`src/dfst_pkg.sv`:
```
// Shared types and constants of the deauth frame source tracker.
// Used by the controller, the datapath and the top level.
`timescale 1ns / 1ps
`default_nettype none
package dfst_pkg;

	localparam logic [1:0] OP_FRAME = 2'd0;
	localparam logic [1:0] OP_TICK  = 2'd1;
	localparam logic [1:0] OP_READ  = 2'd2;

	localparam logic [3:0] ST_FILTERED     = 4'd0;
	localparam logic [3:0] ST_HIT          = 4'd1;
	localparam logic [3:0] ST_NEW          = 4'd2;
	localparam logic [3:0] ST_FULL_DROPPED = 4'd3;
	localparam logic [3:0] ST_TICK_IDLE    = 4'd4;
	localparam logic [3:0] ST_REPORT       = 4'd5;
	localparam logic [3:0] ST_REPORT_ALERT = 4'd6;
	localparam logic [3:0] ST_READ_OK      = 4'd7;
	localparam logic [3:0] ST_READ_INVALID = 4'd8;

	localparam logic [0:0] CFG_UPDATE_INTERVAL = 1'd0;
	localparam logic [0:0] CFG_ALERT_THRESHOLD = 1'd1;
	localparam int         CFG_IDX_W           = 1;
	localparam int         CFG_DATA_W          = 16;
	localparam logic [15:0] INTERVAL_RESET     = 16'd1000;
	localparam logic [15:0] THRESHOLD_RESET    = 16'd10;

	localparam logic [11:0] MIN_FRAME_LEN = 12'd26;
	localparam logic [7:0]  FC_DEAUTH     = 8'hC0;
	localparam logic [7:0]  FC_DISASSOC   = 8'hA0;
	localparam logic [9:0]  MS_PER_SEC    = 10'd1000;
	localparam logic [15:0] FPS_MAX       = 16'hFFFF;

	// interval count times 1000 fits in 42 bits
	localparam int NUM_W = 42;
	localparam int DIV_CNT_W = 6;

	typedef struct packed {
		logic [47:0] src;
		logic [47:0] net;
		logic [31:0] hits;
		logic [31:0] first;
		logic [31:0] last;
		logic [3:0]  chan;
		logic [7:0]  sig;
		logic        disassoc;
		logic [7:0]  reason;
	} entry_t;

	typedef struct packed {
		logic [3:0]  status;
		logic [8:0]  slot;
		logic [31:0] count;
		entry_t      entry;
		logic [15:0] fps;
	} result_t;

	typedef enum logic [2:0] {
		RK_FILTERED,
		RK_HIT,
		RK_NEW,
		RK_FULL,
		RK_TICK,
		RK_RATE,
		RK_READ,
		RK_INVALID
	} res_kind_t;

	typedef struct packed {
		logic      load_in;
		logic      count_frame;
		logic      scan_start;
		logic      scan_step;
		logic      write_hit;
		logic      write_new;
		logic      start_rate;
		logic      div_step;
		logic      fetch;
		logic      load_res;
		res_kind_t kind;
	} dp_cmd_t;

	typedef struct packed {
		logic [1:0] op;
		logic       frame_pass;
		logic       tick_due;
		logic       read_ok;
		logic       scan_hit;
		logic       scan_done;
		logic       table_full;
		logic       div_done;
	} dp_sts_t;

endpackage
`default_nettype wire

```
`src/dfst_ctrl.sv`:
```
// Controller state machine of the tracker: handshakes and sequencing.
// Depends on dfst_pkg; drives dfst_datapath.
`timescale 1ns / 1ps
`default_nettype none
module dfst_ctrl (
	input  wire logic              clk,
	input  wire logic              arst_n,
	input  wire logic              in_valid,
	output logic                   in_stall,
	output logic                   out_valid,
	input  wire logic              out_stall,
	input  wire dfst_pkg::dp_sts_t sts,
	output dfst_pkg::dp_cmd_t      cmd
);
	typedef enum logic [10:0] {
		S_IDLE  = 11'b000_0000_0001,
		S_DISP  = 11'b000_0000_0010,
		S_SCAN  = 11'b000_0000_0100,
		S_HIT   = 11'b000_0000_1000,
		S_MISS  = 11'b000_0001_0000,
		S_MUL   = 11'b000_0010_0000,
		S_DIV   = 11'b000_0100_0000,
		S_RATE  = 11'b000_1000_0000,
		S_FETCH = 11'b001_0000_0000,
		S_READ  = 11'b010_0000_0000,
		S_OUT   = 11'b100_0000_0000
	} state_t;

	state_t state_q;
	state_t state_d;

	always_ff @(posedge clk or negedge arst_n) begin
		if (!arst_n) begin
			state_q <= S_IDLE;
		end else begin
			state_q <= state_d;
		end
	end

	assign in_stall  = (state_q != S_IDLE);
	assign out_valid = (state_q == S_OUT);

	always_comb begin
		state_d = state_q;
		cmd     = '0;
		cmd.kind = dfst_pkg::RK_INVALID;
		unique case (state_q)
			S_IDLE: begin
				if (in_valid) begin
					cmd.load_in = 1'b1;
					state_d     = S_DISP;
				end
			end
			S_DISP: begin
				unique case (sts.op)
					dfst_pkg::OP_FRAME: begin
						if (sts.frame_pass) begin
							cmd.count_frame = 1'b1;
							cmd.scan_start  = 1'b1;
							state_d         = S_SCAN;
						end else begin
							cmd.load_res = 1'b1;
							cmd.kind     = dfst_pkg::RK_FILTERED;
							state_d      = S_OUT;
						end
					end
					dfst_pkg::OP_TICK: begin
						if (sts.tick_due) begin
							state_d = S_MUL;
						end else begin
							cmd.load_res = 1'b1;
							cmd.kind     = dfst_pkg::RK_TICK;
							state_d      = S_OUT;
						end
					end
					dfst_pkg::OP_READ: begin
						if (sts.read_ok) begin
							state_d = S_FETCH;
						end else begin
							cmd.load_res = 1'b1;
							state_d      = S_OUT;
						end
					end
					default: begin
						cmd.load_res = 1'b1;
						state_d      = S_OUT;
					end
				endcase
			end
			S_SCAN: begin
				cmd.scan_step = 1'b1;
				priority if (sts.scan_hit) begin
					state_d = S_HIT;
				end else if (sts.scan_done) begin
					state_d = S_MISS;
				end else begin
					state_d = S_SCAN;
				end
			end
			S_HIT: begin
				cmd.write_hit = 1'b1;
				cmd.load_res  = 1'b1;
				cmd.kind      = dfst_pkg::RK_HIT;
				state_d       = S_OUT;
			end
			S_MISS: begin
				cmd.load_res = 1'b1;
				if (sts.table_full) begin
					cmd.kind = dfst_pkg::RK_FULL;
				end else begin
					cmd.write_new = 1'b1;
					cmd.kind      = dfst_pkg::RK_NEW;
				end
				state_d = S_OUT;
			end
			S_MUL: begin
				cmd.start_rate = 1'b1;
				state_d        = S_DIV;
			end
			S_DIV: begin
				if (sts.div_done) begin
					state_d = S_RATE;
				end else begin
					cmd.div_step = 1'b1;
				end
			end
			S_RATE: begin
				cmd.load_res = 1'b1;
				cmd.kind     = dfst_pkg::RK_RATE;
				state_d      = S_OUT;
			end
			S_FETCH: begin
				cmd.fetch = 1'b1;
				state_d   = S_READ;
			end
			S_READ: begin
				cmd.load_res = 1'b1;
				cmd.kind     = dfst_pkg::RK_READ;
				state_d      = S_OUT;
			end
			S_OUT: begin
				if (!out_stall) begin
					state_d = S_IDLE;
				end
			end
			default: state_d = S_IDLE;
		endcase
	end

endmodule
`default_nettype wire

```
`config.mk`:
```
export PLATFORM = sky130hd
export DESIGN_NAME = dfst_ctrl
export DESIGN_NICKNAME = d
export VERILOG_FILES = /design/src/dfst_pkg.sv /design/src/dfst_ctrl.sv
export SDC_FILE = /design/constraint.sdc
export NUM_CORES = 1
export LEC_CHECK = 0
export BUFFER_PORTS_ARGS = -buffer_cell sky130_fd_sc_hd__buf_2
export CORE_UTILIZATION = 44
export DETAILED_ROUTE_END_ITERATION = 8
export GPL_TIMING_DRIVEN = 1
export MAX_ROUTING_LAYER = met4
export PLACE_DENSITY = 0.74
export SLEW_MARGIN = 20
export SYNTH_ARGS = -nofsm -noshare
export SYNTH_HDL_FRONTEND = slang
export SYNTH_SLANG_ARGS = --single-unit
```
`constraint.sdc`:
```
create_clock -name clk -period 1.9 [get_ports clk]
set_input_delay 0.285 -clock clk [delete_from_list [all_inputs] [get_ports clk]]
set_output_delay 0.285 -clock clk [all_outputs]
set_load 0.005 [all_outputs]
```
Word level (Yosys, flattened, before mapping)
Cells that the tools add are included.

word-level totals
  bits in registers = 11
  output and inout port bits = 15

cells by class
  equal/unequal tests = 17
  muxes and demuxes = 30
  reductions and logical operators = 3

operators by type and width
  cell                                                                     number
  11-bit case mux with 8 select lines                                      1
  11-bit two-way mux                                                       7
  11-bit case mux with 3 select lines                                      1
  4-bit case mux with 5 select lines                                       1
  1-bit two-way mux                                                        12
  11-bit by 1-bit equality test with 1-bit output, second input constant   1
  11-bit by 10-bit equality test with 1-bit output, second input constant  1
  11-bit equality test, second input constant                              1
  11-bit by 2-bit equality test with 1-bit output, second input constant   1
  11-bit by 3-bit equality test with 1-bit output, second input constant   1
  11-bit by 4-bit equality test with 1-bit output, second input constant   1
  11-bit by 5-bit equality test with 1-bit output, second input constant   1
  11-bit by 6-bit equality test with 1-bit output, second input constant   1
  11-bit by 7-bit equality test with 1-bit output, second input constant   1
  11-bit by 8-bit equality test with 1-bit output, second input constant   1
  11-bit by 9-bit equality test with 1-bit output, second input constant   1
  11-bit by 1-bit != test with 1-bit output, second input constant         1
  4-bit two-way mux                                                        2
  2-bit two-way mux                                                        3
  2-bit != test, second input constant                                     3
  3-bit case mux with 2 select lines                                       1
  5-bit two-way mux                                                        1
  4-bit OR reduction                                                       1
  1-bit case mux with 3 select lines                                       1
  4 further kinds                                                          4

Logic depth before layout (Yosys ltp)
  depth in word-level cells = 3
  depth in mapped cells = 5
  gate-level depth less buffers = 4

Worst setup path after synthesis
No wires, ideal clock.

  path kind = register -> output
  start point = register state_q[8]
  end point = output cmd[11] (netlist name)
  arrival time = 1.591 ns
  required time = 1.615 ns
  setup slack = 0.024 ns
  cell stages (with the launch flop) = 6
  buffers on the path = 2
  path through = dfrtp_1 -> buf_6 -> nor3_2 -> nand4_4 -> nor4b_4 -> buf_4

RTL lines
  what                    line             text
  start, declared         dfst_ctrl.sv:29  state_t state_q;
  start signal, assigned  dfst_ctrl.sv:36  state_q <= state_d;
  end, declared           dfst_ctrl.sv:13  output dfst_pkg::dp_cmd_t cmd

==> impl_results.md <==
* Post-layout min period at 2.13 ns
* Root buffer cell: clkbuf_4
* Post-DP HPWL at 1600 um
* CP Cell Sequence: nor4_4, buf_6, nand3_1, nand3_2, o211ai_1, buf_2
* Port bufs at 27
* DIE AREA at 2090 sq um
* Share of cells above drive strength 1 at 60.1%
* Regs by FF count: state_q x11
* Clock latency on the worst-skew pair at 0.27 ns
* Maxcap violations at 0
* Synth Register Bits at 11
* Io pins at 28
* CP Depth at 6
* Fin worst setup slack at -0.233 ns
* Diode count at 0
* # rows at 15
* Crit path DAT at 1.85 ns
* Largest net degree at the start of global routing at 12
* Main combinational cell family by area after synthesis: simple AND/OR/NAND/NOR gates
* Yosys top cell area share at 29.8%
* Clock slew at reported path FFs at 0.07 ns
* Setup TNS at -1.51 ns
* GP Congestion at 0.863
* Max-slew violations at 0
* Top cells by area, synth: dfrtp_1 30%, nor4b_1 7.3%, nor4_4 5.1%, nor2_1 4.9%, nand3_1 4.8%
* Starting Density at 47.6%
* Failing checks: setup timing
* First-pass GRT wire length at 3720 um
* Max Freq at 469 MHz
* Pleak at 0.664 nW
* Sink Count at 11
* Synthesized netlist cell count at 90
* Fin crit share at 112%
* Initial antenna violation count at 0
* Antenna Nets Post-Route at 0
* Critical path launch point type: flop
* Final setup fails at 12
* Largest register by flop count: state_q
* Syn Area/Cell at 9.33 sq um
* CTS tree: built
* Crit path max fanout at 6
* Nets at 157
* Yosys warns at 0
* Max clock buf depth at 2
* Slew HR at 70.9%
* Crit path max-delay family: flip-flops
* Clock Skew at 0.00205 ns
* Final wirelength at 2730 um
* Yosys cell types at 34
* Simple-gate portion of the synthesized area at 46.5%
* CP endpoint kind: output pin
* Status: complete, but fails checks
* Post-synthesis mux area share at 1.19%
* Slowest CP cell: dfstp_2
* Pwr Density at 872 nW/um^2
* Number of global-route vias before repair at 820
* Core Region at 1760 sq um
* Sequential area share after synthesis at 32.9%
* Drt drc at 0
* Grt ovf at 0
* Overall power at 1.20 mW
* Buf/Inv on CP at 2
* Mapped Area at 840 sq um
* RSZ-0062 raised after global routing: yes
* 1st-pass router iterations at 5
* Die span in y at 45.7 um
* Via count at 952
* Hold path cells at 2
* Gr usage total at 26.1%
* Critical Path RT at 1.62 ns
* Layout area overhead at 64.5%
* Xor/xnor share of the synthesized area at 3.13%
* Mapped Nets at 103
* Actual slew at the worst max-slew pin at 0.435 ns
* Kind of critical path: reg2out
* Worst Hold Class: in2reg
* Synth Area in Adders at 0%
* DR vias/cell at 5.67
* Largest area contributor in the netlist: dfrtp_1
* Peak supply drop at 0.720 mV
* Die Width at 45.7 um
* Register-to-Register Path Depth at 6
* Compound-gate portion of the synthesized area at 8.94%
* Final number of hold-violating endpoints at 0
* Routed WL per cell at 16.2 um
* H-Tree Depth at 1
* CP max stage delay at 0.66 ns
* Clock buffers created by TritonCTS at 3
* First-iteration detailed-routing DRC count at 39
* Number of flip-flops in the largest register at 11
-- path summary, 6_finish.rpt --
path / from / to / slack (ns)
max: state_q[0]$_DFFE_PN1P_ / cmd[2] / -0.23
max in group asynchronous: arst_n / state_q[0]$_DFFE_PN1P_ / 1.22
min in group asynchronous: arst_n / state_q[4]$_DFFE_PN0P_ / 0.41
max reg2reg: state_q[5]$_DFFE_PN0P_ / state_q[2]$_DFFE_PN0P_ / 0.23
min: sts[3] / state_q[4]$_DFFE_PN0P_ / 0.18
min reg2reg: state_q[0]$_DFFE_PN1P_ / state_q[1]$_DFFE_PN0P_ / 0.64
-- cell usage after synthesis --
cell type and n:
nand3b_1 1, and2b_2 1, nand4_1 4, dfstp_2 1
nand2_1 6, buf_4 1, nor4b_1 7, and3_1 1
o2111ai_1 1, a2111oi_4 1, dfrtp_1 10, nand4_4 1
nor4b_4 1, nor2b_1 2, a31o_1 1, nor2_1 11
mux2i_1 1, o211ai_1 1, o22ai_1 2, nand4bb_1 1
nor4_1 1, buf_6 2, nor4_4 2, nor4bb_1 1
a21oi_1 1, nor3_1 4, nand3_1 8, or2_2 2
buf_2 1, inv_1 7, nor3_2 1, nor3b_1 1
o21ai_0 1, xor2_1 3
-- power by group --
group          internal, mW  switching [mW]  leakage (nW)
logic                 0.387           0.321         0.506
registers             0.274          0.0583         0.143
clock network        0.0812          0.0821        0.0150
-- metal layers --
metal / track usage, % / share of wire, %
met1: 31.5 / 40
met2: 42.6 / 56
met3: 3.17 / 3.7
met4: 12.7 / 0.37
met5: - / 0
-- metrics by stage --
stage	instance area, sq um	hold slack [ns]	util, %	instances	setup WS (ns)
2_1_floorplan	840	-0.0106	-	90	0.0241
3_3_place_gp	1050	0.163	59.7	149	0.111
3_5_place_dp	1050	0.170	59.7	149	0.0318
4_1_cts	1250	0.177	71.1	163	-0.205
5_1_grt	1380	0.168	78.3	168	-0.308
6_report	1380	0.180	78.3	168	-0.233
-- kinds of logic after synthesis --
family / Yosys count
AND/OR/NAND/NOR: 56
multiplexers: 1
buffers and inverters: 11
XOR/XNOR: 3
flip-flops: 11
AO/OA/AOI/OAI: 8
-- layout make-up --
class	instances	area, sq um
clock buffers	4	26.3
well taps	25	31.3
multi-input cells	68	648
repair buffers	53	368
flip-flops and latches	11	282
fillers	131	383
inverters	7	26.3
-- cells in the final DEF, fill, tap and decap left out, types with 2 or more instances in the layout --
cell      Yosys  layout
buf_2         1      25
buf_4         1      19
buf_6         2       8
clkbuf_4      0       3
dfrtp_1      10       6
dfrtp_2       0       4
inv_1         7       6
nand2_1       6       4
nand3_1       8       4
nand3_2       0       2
nand3_4       0       2
nand4_1       4       4
nor2_1       11      10
nor3_1        4       4
nor4_4        2       2
nor4b_1       7       2
nor4b_2       0       2
nor4b_4       1       4
o22ai_1       2       2
or2_2         2       2
xor2_1        3       3
-- what timing repair did --
item	CTS	global route
setup endpoints to repair	13	15
buffers inserted	9	5
hold buffers	1	0
pin swaps	6	3
hold endpoints to repair	10	0
resized for setup	19	18
No activity file was read; power rests on OpenSTA's default activity.
